[src/rtl/mdnspa_pkg.sv]
// Package of the mDNS probe and announce sequencer: transaction structs,
// phase, command and action codes, register indexes and default values.
// Used by mdnspa_core and mdns_probe_announce_sequencer.
package mdnspa_pkg;

    localparam int CFG_INDEX_BITS = 2;
    localparam int CFG_DATA_BITS  = 24;

    localparam logic [CFG_INDEX_BITS-1:0] CFG_PROBE_INTERVAL = 2'd0;
    localparam logic [CFG_INDEX_BITS-1:0] CFG_WAIT_INTERVAL  = 2'd1;
    localparam logic [CFG_INDEX_BITS-1:0] CFG_ANNOUNCE_GAP   = 2'd2;
    localparam logic [CFG_INDEX_BITS-1:0] CFG_REANNOUNCE     = 2'd3;

    localparam logic [15:0] DEF_PROBE_MS = 16'd250;
    localparam logic [15:0] DEF_WAIT_MS  = 16'd250;
    localparam logic [15:0] DEF_GAP_MS   = 16'd2000;
    localparam logic [23:0] DEF_REANN_MS = 24'd3600000;

    localparam logic [21:0] STEADY_MIN_MS = 22'd1000;
    localparam logic [21:0] STEADY_MAX_MS = 22'd3600000;

    typedef enum logic [3:0] {
        PH_IDLE    = 4'd0,
        PH_PROBE1  = 4'd1,
        PH_PROBE2  = 4'd2,
        PH_PROBE3  = 4'd3,
        PH_WAIT    = 4'd4,
        PH_ANN1    = 4'd5,
        PH_ANN2    = 4'd6,
        PH_STEADY  = 4'd7,
        PH_GOODBYE = 4'd8
    } t_phase;

    typedef enum logic [2:0] {
        CMD_TICK    = 3'd0,
        CMD_START   = 3'd1,
        CMD_QUERY   = 3'd2,
        CMD_RECORD  = 3'd3,
        CMD_CHANGED = 3'd4,
        CMD_SHUTDN  = 3'd5,
        CMD_REMOVED = 3'd6
    } t_cmd;

    typedef enum logic [2:0] {
        ACT_NONE     = 3'd0,
        ACT_PROBE    = 3'd1,
        ACT_ANNOUNCE = 3'd2,
        ACT_GOODBYE  = 3'd3,
        ACT_MREPLY   = 3'd4,
        ACT_UREPLY   = 3'd5,
        ACT_SVC_BYE  = 3'd6
    } t_action;

    typedef struct packed {
        logic [2:0] cmd;
        logic       name_matches;
        logic       unicast_requested;
        logic       record_ttl_nonzero;
    } t_in;

    typedef struct packed {
        logic [2:0]  action;
        logic [3:0]  phase;
        logic [1:0]  probe_number;
        logic        conflict_seen;
        logic [21:0] next_timeout_ms;
        logic        no_timeout;
    } t_out;

    typedef struct packed {
        logic [15:0] probe_spacing;
        logic [15:0] settle_span;
        logic [15:0] announce_spacing;
        logic [23:0] reannounce_period_ms;
    } t_cfg;

endpackage

[src/rtl/mdns_probe_announce_sequencer.sv]
// Top level of the mDNS probe and announce sequencer: configuration
// registers, input handshake and a two-entry output buffer.
// Depends on mdnspa_pkg and mdnspa_core.
//
// Use: one event (a 1 ms tick or a protocol event) per input transaction,
// one result transaction per event. Each result carries the action to
// take, the phase, the probe count, the conflict flag and the next
// timeout. The result of an accepted transaction is registered. One
// transaction is accepted per cycle while o_in_stall is low; the state
// update is a single combinational pass between the sequencer registers
// and the output register. Configuration is to be written through
// i_cfg_we, i_cfg_index and i_cfg_wdata only while no transaction is
// outstanding; the block does not enforce this. Reset is synchronous
// and active low; it returns the sequencer to idle and the registers to
// their defaults. When the receiver stalls, a second result is held in a
// skid register, and only then does o_in_stall rise; it stays high until
// the edge at which the receiver next takes a result.
module mdns_probe_announce_sequencer #(
    parameter int TIMER_BITS = 24
) (
    input  logic                                    i_clk,
    input  logic                                    i_rst_n,
    input  logic                                    i_in_valid,
    output logic                                    o_in_stall,
    input  mdnspa_pkg::t_in                         i_in_data,
    output logic                                    o_out_valid,
    input  logic                                    i_out_stall,
    output mdnspa_pkg::t_out                        o_out_data,
    input  logic                                    i_cfg_we,
    input  logic [mdnspa_pkg::CFG_INDEX_BITS-1:0]   i_cfg_index,
    input  logic [mdnspa_pkg::CFG_DATA_BITS-1:0]    i_cfg_wdata
);
    import mdnspa_pkg::*;

    t_cfg  r_cfg;
    t_out  r_out_data;
    t_out  r_skid_data;
    logic  r_out_valid;
    logic  r_skid_valid;
    t_out  w_result;
    logic  w_accept;
    logic  w_take;

    assign w_accept = i_in_valid && !r_skid_valid;
    assign w_take   = r_out_valid && !i_out_stall;

    mdnspa_core #(
        .TIMER_BITS(TIMER_BITS)
    ) u_core (
        .i_clk    (i_clk),
        .i_rst_n  (i_rst_n),
        .i_accept (w_accept),
        .i_item   (i_in_data),
        .i_cfg    (r_cfg),
        .o_result (w_result)
    );

    always_ff @(posedge i_clk) begin
        if (!i_rst_n) begin
            r_cfg.probe_spacing        <= DEF_PROBE_MS;
            r_cfg.settle_span          <= DEF_WAIT_MS;
            r_cfg.announce_spacing     <= DEF_GAP_MS;
            r_cfg.reannounce_period_ms <= DEF_REANN_MS;
        end else if (i_cfg_we) begin
            case (i_cfg_index)
                CFG_PROBE_INTERVAL: r_cfg.probe_spacing        <= i_cfg_wdata[15:0];
                CFG_WAIT_INTERVAL:  r_cfg.settle_span          <= i_cfg_wdata[15:0];
                CFG_ANNOUNCE_GAP:   r_cfg.announce_spacing     <= i_cfg_wdata[15:0];
                CFG_REANNOUNCE:     r_cfg.reannounce_period_ms <= i_cfg_wdata[23:0];
                default:            r_cfg                      <= r_cfg;
            endcase
        end
    end

    always_ff @(posedge i_clk) begin
        if (!i_rst_n) begin
            r_out_valid  <= 1'b0;
            r_skid_valid <= 1'b0;
        end else begin
            if (w_accept) begin
                if (!r_out_valid || w_take) begin
                    r_out_valid <= 1'b1;
                end else begin
                    r_skid_valid <= 1'b1;
                end
            end else if (w_take) begin
                r_out_valid  <= r_skid_valid;
                r_skid_valid <= 1'b0;
            end
        end
    end

    always_ff @(posedge i_clk) begin
        if (w_accept) begin
            if (!r_out_valid || w_take) begin
                r_out_data <= w_result;
            end else begin
                r_skid_data <= w_result;
            end
        end else if (w_take && r_skid_valid) begin
            r_out_data <= r_skid_data;
        end
    end

    assign o_in_stall  = r_skid_valid;
    assign o_out_valid = r_out_valid;
    assign o_out_data  = r_out_data;

    a_skid_behind_out: assert property (@(posedge i_clk) disable iff (!i_rst_n)
        r_skid_valid |-> r_out_valid)
        else $error("Skid register holds a transaction ahead of the output.");

    a_accept_fills: assert property (@(posedge i_clk) disable iff (!i_rst_n)
        (w_accept && (!r_out_valid || w_take)) |=> (r_out_valid && !r_skid_valid))
        else $error("Accepted transaction did not reach the output register.");

    a_skid_drains: assert property (@(posedge i_clk) disable iff (!i_rst_n)
        (r_skid_valid && w_take) |=> (r_out_valid && !r_skid_valid &&
                                      (r_out_data == $past(r_skid_data))))
        else $error("Skid register did not move to the output.");

endmodule

[src/rtl/mdnspa_core.sv]
// Sequencer state of the mDNS probe and announce block: phase, elapsed
// timer, probe count and conflict flag, with the result of each transaction.
// Depends on mdnspa_pkg.
module mdnspa_core #(
    parameter int TIMER_BITS = 24
) (
    input  logic             i_clk,
    input  logic             i_rst_n,
    input  logic             i_accept,
    input  mdnspa_pkg::t_in  i_item,
    input  mdnspa_pkg::t_cfg i_cfg,
    output mdnspa_pkg::t_out o_result
);
    import mdnspa_pkg::*;

    localparam int CW = (TIMER_BITS > 24) ? TIMER_BITS : 24;

    t_phase                r_phase, n_phase;
    logic [TIMER_BITS-1:0] r_elapsed, n_elapsed;
    logic [1:0]            r_count, n_count;
    logic                  r_flag, n_flag;

    logic [TIMER_BITS-1:0] w_elapsed_inc;
    logic [CW-1:0]         w_inc_ext;
    logic                  w_expired;
    logic                  w_answering;
    t_action               w_action;
    logic [21:0]           w_timeout;
    logic                  w_no_timeout;

    function automatic logic [21:0] left_or_one(input logic [CW-1:0] iv,
                                                input logic [CW-1:0] el);
        logic [CW-1:0] d;
        d = iv - el;
        if (el >= iv) begin
            return 22'd1;
        end
        return 22'(d);
    endfunction

    function automatic logic [21:0] steady_left(input logic [CW-1:0] rp,
                                                input logic [CW-1:0] el);
        logic [CW-1:0] d;
        d = rp - el;
        if (el >= rp) begin
            return STEADY_MIN_MS;
        end
        if (d < CW'(STEADY_MIN_MS)) begin
            return STEADY_MIN_MS;
        end
        if (d > CW'(STEADY_MAX_MS)) begin
            return STEADY_MAX_MS;
        end
        return 22'(d);
    endfunction

    always_comb begin
        w_elapsed_inc = (&r_elapsed) ? r_elapsed : r_elapsed + 1'b1;
        w_inc_ext     = CW'(w_elapsed_inc);
        w_answering   = (r_phase == PH_ANN1) || (r_phase == PH_ANN2) ||
                        (r_phase == PH_STEADY);
        case (r_phase)
            PH_PROBE1, PH_PROBE2, PH_PROBE3: begin
                w_expired = w_inc_ext >= CW'(i_cfg.probe_spacing);
            end
            PH_WAIT: begin
                w_expired = w_inc_ext >= CW'(i_cfg.settle_span);
            end
            PH_ANN1: begin
                w_expired = w_inc_ext >= CW'(i_cfg.announce_spacing);
            end
            PH_ANN2: begin
                w_expired = 1'b1;
            end
            PH_STEADY: begin
                w_expired = w_inc_ext >= CW'(i_cfg.reannounce_period_ms);
            end
            default: begin
                w_expired = 1'b0;
            end
        endcase
    end

    // Next state.
    always_comb begin
        n_phase   = r_phase;
        n_elapsed = r_elapsed;
        n_count   = r_count;
        n_flag    = r_flag;
        case (i_item.cmd)
            CMD_TICK: begin
                if (r_phase inside {[PH_PROBE1:PH_STEADY]}) begin
                    n_elapsed = w_elapsed_inc;
                    if (w_expired) begin
                        n_elapsed = '0;
                        case (r_phase)
                            PH_PROBE1: begin
                                n_phase = PH_PROBE2;
                                n_count = r_count + 2'd1;
                            end
                            PH_PROBE2: begin
                                n_phase = PH_PROBE3;
                                n_count = r_count + 2'd1;
                            end
                            PH_PROBE3: n_phase = PH_WAIT;
                            PH_WAIT:   n_phase = r_flag ? PH_IDLE : PH_ANN1;
                            PH_ANN1:   n_phase = PH_ANN2;
                            PH_ANN2:   n_phase = PH_STEADY;
                            default:   n_phase = r_phase;
                        endcase
                    end
                end
            end
            CMD_START: begin
                n_phase   = PH_PROBE1;
                n_elapsed = '0;
                n_count   = 2'd1;
                n_flag    = 1'b0;
            end
            CMD_RECORD: begin
                if (r_phase inside {[PH_PROBE1:PH_WAIT]} && i_item.name_matches &&
                    i_item.record_ttl_nonzero) begin
                    n_flag = 1'b1;
                end
            end
            CMD_SHUTDN: begin
                n_phase   = PH_IDLE;
                n_elapsed = '0;
            end
            default: begin
                n_phase = r_phase;
            end
        endcase
    end

    // Action of the transaction.
    always_comb begin
        w_action = ACT_NONE;
        case (i_item.cmd)
            CMD_TICK: begin
                if (w_expired) begin
                    case (r_phase)
                        PH_PROBE1, PH_PROBE2: w_action = ACT_PROBE;
                        PH_WAIT:              w_action = r_flag ? ACT_NONE : ACT_ANNOUNCE;
                        PH_ANN1, PH_STEADY:   w_action = ACT_ANNOUNCE;
                        default:              w_action = ACT_NONE;
                    endcase
                end
            end
            CMD_START: w_action = ACT_PROBE;
            CMD_QUERY: begin
                if (w_answering && i_item.name_matches) begin
                    w_action = i_item.unicast_requested ? ACT_UREPLY : ACT_MREPLY;
                end
            end
            CMD_CHANGED: w_action = w_answering ? ACT_ANNOUNCE : ACT_NONE;
            CMD_SHUTDN:  w_action = w_answering ? ACT_GOODBYE : ACT_NONE;
            CMD_REMOVED: w_action = w_answering ? ACT_SVC_BYE : ACT_NONE;
            default:     w_action = ACT_NONE;
        endcase
    end

    // Timeout after the update.
    always_comb begin
        w_no_timeout = 1'b0;
        case (n_phase)
            PH_PROBE1, PH_PROBE2, PH_PROBE3: begin
                w_timeout = left_or_one(CW'(i_cfg.probe_spacing), CW'(n_elapsed));
            end
            PH_WAIT: begin
                w_timeout = left_or_one(CW'(i_cfg.settle_span), CW'(n_elapsed));
            end
            PH_ANN1: begin
                w_timeout = left_or_one(CW'(i_cfg.announce_spacing), CW'(n_elapsed));
            end
            PH_ANN2: begin
                w_timeout = 22'd1;
            end
            PH_STEADY: begin
                w_timeout = steady_left(CW'(i_cfg.reannounce_period_ms), CW'(n_elapsed));
            end
            default: begin
                w_timeout    = '0;
                w_no_timeout = 1'b1;
            end
        endcase
    end

    always_ff @(posedge i_clk) begin
        if (!i_rst_n) begin
            r_phase   <= PH_IDLE;
            r_elapsed <= '0;
            r_count   <= '0;
            r_flag    <= 1'b0;
        end else if (i_accept) begin
            r_phase   <= n_phase;
            r_elapsed <= n_elapsed;
            r_count   <= n_count;
            r_flag    <= n_flag;
        end
    end

    assign o_result = '{
        action:          w_action,
        phase:           n_phase,
        probe_number:    n_count,
        conflict_seen:   n_flag,
        next_timeout_ms: w_timeout,
        no_timeout:      w_no_timeout
    };

    a_idle_elapsed_clear: assert property (@(posedge i_clk) disable iff (!i_rst_n)
        (r_phase == PH_IDLE) |-> (r_elapsed == '0))
        else $error("Elapsed timer is running in idle.");

    a_probe_count: assert property (@(posedge i_clk) disable iff (!i_rst_n)
        ((r_phase == PH_PROBE1) |-> (r_count == 2'd1)) and
        ((r_phase == PH_PROBE2) |-> (r_count == 2'd2)) and
        ((r_phase == PH_PROBE3) |-> (r_count == 2'd3)))
        else $error("Probe count does not follow the probe phase.");

    a_start_restarts: assert property (@(posedge i_clk) disable iff (!i_rst_n)
        (i_accept && (i_item.cmd == CMD_START)) |=>
        ((r_phase == PH_PROBE1) && (r_count == 2'd1) && !r_flag && (r_elapsed == '0)))
        else $error("Start did not restart probing.");

endmodule
[config.mk]
export PLATFORM = sky130hd
export DESIGN_NAME = mdns_probe_announce_sequencer
export DESIGN_NICKNAME = d
export VERILOG_FILES = /design/src/rtl/mdnspa_pkg.sv /design/src/rtl/mdns_probe_announce_sequencer.sv /design/src/rtl/mdnspa_core.sv
export SDC_FILE = /design/constraint.sdc
export NUM_CORES = 1
export LEC_CHECK = 0
export ABC_AREA = 1
export CAP_MARGIN = 20
export CORE_UTILIZATION = 41
export CTS_CLUSTER_DIAMETER = 60
export DETAILED_ROUTE_END_ITERATION = 10
export DONT_BUFFER_PORTS = 1
export HOLD_SLACK_MARGIN = 0.06
export PLACE_DENSITY_LB_ADDON = 0.25
export SYNTH_ARGS = -nofsm -noshare
export SYNTH_HDL_FRONTEND = slang
export SYNTH_SLANG_ARGS = --single-unit
[constraint.sdc]
create_clock -name i_clk -period 19.4 [get_ports i_clk]
set_clock_uncertainty 0.05 [all_clocks]
set_input_delay 0.97 -clock i_clk [delete_from_list [all_inputs] [get_ports i_clk]]
set_output_delay 0.97 -clock i_clk [all_outputs]
set_load 0.05 [all_outputs]
==> out/results.txt, run 1 <==
The final reports fail on DRC. TritonCTS built the clock tree. At the end of routability-driven placement, the weighted congestion stood at 0.9826.

The run gives 0.3024 as the global router's overall resource usage. The pin slew with the least headroom to its limit was 1.065 ns. Setup repair after global routing left no endpoint under its margin. The run gives 4 as the number of H-tree levels. The number of gates given a new drive strength after cts is 0, and the post-layout utilization of the core is 0.4465. The floorplan step set the die width to 192.9 um. The number of antenna violations at the first check in global routing was 0; the number of primary I/O pins was 72. The cell repeated most along the worst path was sky130_fd_sc_hd__nand2_1.

The shortest period the worst path allows is 9.239 ns, and the register-to-register path setup slack is 10.16 ns. For the number of slew-limit violations in the final report, the log shows 0. Largest fanout on the critical path: 16.

For this design the static power due to leakage is 7.392 nW. The tools report the setup violation total in the final timing report as 0. The startpoint type of the worst setup path was a flip-flop.

The pre-antenna-repair detailed-routing pass consisted of 9 iterations. Leaving out filler cells and counting taps, the final layout contains 2535. Detailed placement ended at an HPWL of 44140 um.

The tightest min-delay check is of the reg2reg type. Final hold analysis gives a worst-case slack of 0.4222 ns. The worst-case IR drop observed on VDD is 0.06883 mV. In this run the post-CTS setup repair buffer count came out at 0.

The layout has 3754 filler cells. The number of nets produced by synthesis was 2322; the first-pass GRT wire length was 82170 um. The share of cells above drive strength 1 is 0.05885.

Most used standard cell by instance count after synthesis: sky130_fd_sc_hd__nand2_1. The total overflow left after global routing is 0. The logs give 14.34k for the via count and 79 for the maximum number of pins on one net before global-route repair. In the final routed layout, each cell accounts on average for 21.83 um.

The synthesized design contains 66 enable-type register cells. The hold-fix buffer count after cts came out at 0. For the data required time of the critical path, the log shows 19.56 ns.

Synthesis inferred 171 register bits. Timing would allow up to 108.2 MHz. The clock net sink count is 171.

Buffers inserted during clock tree synthesis total 17. The first routing iteration left 1274 violations. After detailed routing, the number of remaining DRC violations is 14. Power spread over the standard cell area amounts to 76.09 nW/um2. STA classifies the critical path endpoint as a flip-flop.

Clock transition time at the flip-flop clock pins of the worst setup and hold paths: 0.07 ns. The detail route stage leaves a number of antenna-violating nets equal to 0. The count of buffers added on input and output ports is 0. Summed over all instances, the cell type with the most area after synthesis is sky130_fd_sc_hd__ha_1. The netlist uses 50 different library cells. The tools report the die area as 37230 um2. By area the synthesized netlist is led by sky130_fd_sc_hd__ha_1, sky130_fd_sc_hd__dfxtp_1, sky130_fd_sc_hd__edfxtp_1. The area share of the leading cell type in the synthesized netlist was 0.1615.

The logs give 2088 for the post-synthesis cell count and 0.46 ns for the clock insertion delay at the later pin of the skew report. The core region is 35740 um2. By count the netlist is led by sky130_fd_sc_hd__nand2_1, sky130_fd_sc_hd__inv_1, sky130_fd_sc_hd__a21oi_1. The starting density of the core was 0.4182. The flow ran to the end, but the final reports show violations.

The ratio of routed vias to standard cells was 5.657; the number of nets in the finished design was 2294. Summed over all layers, the routed wires come to 55330 um. The final-report hold violation count was 0. Yosys printed 0 warnings. The proportion of register bits with asynchronous set or reset after synthesis is 0. In this run the clock root is driven by a sky130_fd_sc_hd__clkbuf_16. The arrival time reported for the critical path endpoint is 9.40 ns. The run gives 13.49k as the via count of the first global-routing pass.

The final period utilization was 0.4762; the largest buffer count on any clock path was 2. On the critical path, the stage with the largest delay is an instance of sky130_fd_sc_hd__o211ai_1. The proportion of synthesized chip area in sequential cells is 0.2732, and the number of maximum-capacitance violations is 0. The tools report the relative slew slack as 0.2890. After routing, the total negative slack on setup checks comes to 0 ns. Measured along the y axis, the die boundary spans 192.9 um. The worst setup path is of the reg2reg kind. For this run, the slowest stage of the critical path takes 0.58 ns.

The area added between synthesis and finish was 6.764%. The logs give 2502 for the cell count after placement and 14950 um2 for the summed instance area of the synthesized netlist. In the synthesized netlist the dominant register cell turns out to be sky130_fd_sc_hd__dfxtp_1. A synthesized cell averages 7.159 um2.

Row generation in the floorplan step produced 69 rows.
==> logic make-up (layout without fill, tap and decap cells) <==
kind of cell,count (synthesis),after routing,share of synthesized area
AND/OR/NAND/NOR,843,843,0.2580
AO/OA/AOI/OAI,473,473,0.1708
buffers and inverters,325,310,0.08487
adder cells (fa/ha/maj),197,197,0.1669
flip-flops,171,171,0.2732
XOR/XNOR,79,79,0.04629
other,0,1,0
==> worst max-delay path: cells and delay by family (launching register included) <==
kind	cells	cell delay, ns
adder cells (fa/ha/maj)	3	1.12
AND/OR/NAND/NOR	31	4.04
buffers and inverters	5	0.78
AO/OA/AOI/OAI	5	1.68
flip-flops	1	0.43
XOR/XNOR	2	0.85
==> state kept, by name, indices dropped and copies added, names as in the netlist <==
register / cells
o_in_stall: 1
o_out_data: 33
o_out_valid: 1
r_cfg: 72
r_skid_data: 33
u_core.r_count: 2
u_core.r_elapsed: 24
u_core.r_flag: 1
u_core.r_phase: 4
==> layout make-up <==
cell class	instances	area [um2]	area share
multi-input cells	1592	9614	0.6024
clock buffers	17	425.4	0.02666
repair buffers	11	82.58	0.005174
flip-flops and latches	171	4084	0.2559
well taps	461	576.8	0.03614
clock inverters	15	165.2	0.01035
inverters	267	1008	0.06319
diodes	1	2.502	0.0001568
==> report_power, final <==
group          switching, mW  internal [mW]  total, mW
clock network          0.172          0.192      0.363
logic                  0.290          0.123      0.413
registers             0.0410          0.396      0.437
==> per-layer routing <==
metal  track usage  vias to the layer above  wire length, um
met5             0                        -                0
met4        0.1163                        0             1857
met3       0.06317                       96             4365
met2        0.4821                      542            24790
met1        0.3990                     6729            24310
li1              -                     6973                -
==> cells in the final DEF (no fill, tap or decap), types with 14 or more instances in the layout <==
cell type / instances
sky130_fd_sc_hd__edfxtp_1: 66
sky130_fd_sc_hd__ha_1: 193
sky130_fd_sc_hd__clkbuf_16: 17
sky130_fd_sc_hd__xor2_1: 44
sky130_fd_sc_hd__nand3_1: 91
sky130_fd_sc_hd__o211ai_1: 32
sky130_fd_sc_hd__inv_1: 250
sky130_fd_sc_hd__nand4_1: 54
sky130_fd_sc_hd__nand2_2: 14
sky130_fd_sc_hd__a21oi_1: 234
sky130_fd_sc_hd__xnor2_1: 35
sky130_fd_sc_hd__nor2_1: 138
sky130_fd_sc_hd__dfxtp_1: 105
sky130_fd_sc_hd__nand2_1: 458
sky130_fd_sc_hd__nor3_1: 26
sky130_fd_sc_hd__o21ai_0: 160
==> through the flow <==
step / total power [mW] / cell area, um2 / setup slack [ns]
CTS: 1.208 / 15960 / 10.39
global route: 1.273 / 15960 / 9.280
global placement: 0.8476 / 15370 / 10.43
finish: 1.214 / 15960 / 10.16
floorplan: 0.7171 / 14950 / 12.92
detailed placement: 0.8470 / 15370 / 10.44
==> final timing paths <==
path / startpoint / end / cells after the start
worst max-delay path: u_core.r_elapsed[0] / o_out_data[12] / 46
worst min-delay path: u_core.r_count[1] / u_core.r_count[1] / 2
worst max register to register: u_core.r_elapsed[0] / o_out_data[12] / 46
worst min register to register: u_core.r_count[1] / u_core.r_count[1] / 2
Power figures use the tool's default switching activity.
==> run 2, diff against run 1 <==
Clock period 19.4 ns to 8.25 ns, I/O delays scaled along.
==> out/results.txt, run 2 (synthesis gave the netlist of run 1 again) <==
The global router's overall resource usage is 0.2939 (-0.008480). The shortest period the worst path allows is 7.847 ns (-1.393 ns). The tree is rooted in a sky130_fd_sc_hd__clkbuf_16.

The minimum setup slack after placement is 0.07847 ns (-10.36 ns), and the largest fanout on the critical path is 16 (unchanged). The min-delay analysis places its worst path in the category in2reg. Share of cells above drive strength 1: 0.08415 (+0.02530). The number of maximum-capacitance violations was 0 (unchanged); the count of input and output buffers was 0 (unchanged). The pin slew with the least headroom to its limit is 1.022 ns (-0.04336 ns), and the final period utilization is 0.9511 (+0.4749). The iteration count of the initial detailed-routing pass came out at 9 (unchanged). The run gives 80830 um (-1.6%) as the first-pass GRT wire length. The tools report the leakage power summed over all cells as 7.743 nW (+4.7%). For the reported net switching power, the log shows 1.219 mW (+140%). For the number of nets still failing antenna checks after routing, the log shows 0 (unchanged).

The run finished, with violations left. The clock share of power is 0.291 (-0.008), and the die span in x is 192.9 um (unchanged). The logs give 72 (unchanged) for the number of primary I/O pins and 4 (unchanged) for the number of H-tree levels. For the post-route worst hold slack, the log shows 0.09194 ns (-0.3303 ns).

The biggest cell delay along the critical path came out at 0.45 ns (-0.13 ns). The wire length per cell after detailed routing was 20.89 um (-4.3%). The initial DRC count was 1317 (+3.4%); the detailed-placement wirelength estimate was 43450 um (-1.6%).

For the worst supply voltage drop on vdd, the log shows 0.1531 mV (+120%). STA classifies the critical path endpoint as a flip-flop. The run gives 0.346 (-0.014) as the relative contribution of sequential cells to total power. The register with the most flip-flops in the final layout is r_cfg.

The number of flip-flops in the largest register works out to 72 (unchanged). The aggregate routed wire length came out at 54320 um (-1.8%). The number of slew-limit violations in the final report came out at 0 (unchanged).

TritonCTS built the clock tree. The arrival time reported for the critical path endpoint is 8.02 ns (-1.38 ns). For the antenna diode count, the log shows 0 (-1). Cell repeated most along the worst path: sky130_fd_sc_hd__nand2_1. The total negative slack for setup checks came out at 0 ns (unchanged). The logs give 13.50k (+0.074%) for the via count of the first global-routing pass and 37230 um2 (unchanged) for the die area.

The maximum number of pins on one net before global-route repair is 68 (-14%). The final reports fail on DRC. The setup violation total in the final timing report was 0 (unchanged). The final-report hold violation count is 0 (unchanged).

The count of buffers added by post-CTS timing repair for setup is 0 (unchanged), and the power per unit of standard cell area is 178.8 nW/um2 (+140%). The logs give 35740 um2 (unchanged) for the placeable core area and 2360 (+2.9%) for the number of nets in the finished design. The highest attainable clock frequency is 127.4 MHz (+18%), and the standard-cell row count is 69 (unchanged). The clock net sink count was 171 (unchanged). The via count was 14.56k (+1.6%); the area added between synthesis and finish was 11.14%. The ratio of routed vias to standard cells was 5.601 (-0.98%); the relative slew slack was 0.3171 (+0.02803). In the layout the commonest cells are sky130_fd_sc_hd__nand2_1, sky130_fd_sc_hd__inv_1, sky130_fd_sc_hd__a21oi_1, sky130_fd_sc_hd__ha_1, sky130_fd_sc_hd__o21ai_0. The cell count after placement is 2546 (+1.8%), and the overall overflow remaining after global route is 0 (unchanged). Most frequent standard cell in the layout excluding fill and tap cells: sky130_fd_sc_hd__nand2_1. The starting density of the core came out at 0.4182 (unchanged).

The clock transition time at the flip-flop clock pins of the worst setup and hold paths is 0.07 ns (about the same), and the data required time of the critical path is 8.42 ns (-11.14 ns). The critical path's slowest cell was sky130_fd_sc_hd__ha_1. The clock insertion delay at the later pin of the skew report was 0.47 ns (about the same). The height of the die came out at 192.9 um (unchanged). Largest buffer count on any clock path: 2 (unchanged). STA classifies the critical path startpoint as a flip-flop.

The switching share of power came out at 0.4104 (-0.003717). Minimum setup slack in the final design: 0.4033 ns (-9.757 ns). The number of standard cells in the layout, taps in and fillers out was 2600 (+2.6%). The critical path in this run is classified as reg2reg. The run gives 1.014 (+3.2%) as the final weighted congestion in routability-driven placement. The number of antenna violations at the first check in global routing came out at 0 (unchanged).

The logs give 0.363 (+0.023) for the portion of total power attributed to combinational logic and 1.752 mW (+150%) for the internal power contribution. The number of buffers created by CTS is 17 (unchanged). The run gives 7 (-7) as the number of remaining DRC errors.
-- run 2: cell types whose count changed in the layout (fill, tap and decap cells not counted), sizes merged --
cell         change
buf             +46
bufinv           +1
dlygate4sd3     +20
clkbuf           +3
diode            -1
clkinv           -4
-- run 2: path summary, 6_finish.rpt --
path,from,depth (start not counted),to,slack [ns]
worst min-delay path,i_cfg_wdata[11],2,r_cfg[35],0.09
worst max register to register,u_core.r_elapsed[0],46,o_out_data[10],0.40
worst min register to register,u_core.r_count[1],2,u_core.r_count[1],0.42
worst max-delay path,u_core.r_elapsed[0],46,o_out_data[10],0.40
-- run 2: through the flow --
stage | area, um2 | utilization | total power [mW]
2_1_floorplan | 14950 | - | 1.686
3_3_place_gp | 15690 | 0.4391 | 2.061
3_5_place_dp | 15690 | 0.4391 | 2.060
4_1_cts | 16520 | 0.4621 | 2.944
5_1_grt | 16610 | 0.4648 | 3.107
6_report | 16610 | 0.4648 | 2.971
-- run 2: power groups by stage --
stage	combinational (mW)	clock [mW]	sequential (mW)
6_report	1.08	0.866	1.03
5_1_grt	1.16	0.913	1.03
4_1_cts	1.04	0.881	1.03
3_5_place_dp	1.01	0	1.05
3_3_place_gp	1.02	0	1.04
2_1_floorplan	0.653	0	1.03
-- run 2: critical path: cells and delay by family (launching register included) --
family	cells	cell delay (ns)
compound gates	6	1.55
fa+ha+maj	3	1.01
buf+inv	8	1.15
flops	1	0.43
simple gates	29	3.42
-- run 2: layer usage --
metal / GRT usage / vias to the layer above / share of wire / routed length (um)
li1: - / 7100 / - / -
met1: 0.4018 / 6798 / 0.45 / 24600
met2: 0.4727 / 574 / 0.45 / 24390
met3: 0.04036 / 91 / 0.068 / 3690
met4: 0.1013 / 0 / 0.030 / 1646
met5: 0 / - / 0 / 0
-- run 2: area by class of cell --
class                           instances  area [um2]
Sequential cell                       171        4084
Inverter                              267        1012
Clock inverter                         12       147.6
Fill cell                            3732       19130
Timing Repair Buffer                   77       660.6
Clock buffer                           20       447.9
Tap cell                              461       576.8
Multi-Input combinational cell       1592        9684
-- run 2: timing repair --
item | in CTS | in global routing
setup endpoints to repair | 0 | 44
hold buffers | 21 | 0
endpoints found under the hold margin | 79 | 0
resized for setup | 0 | 25
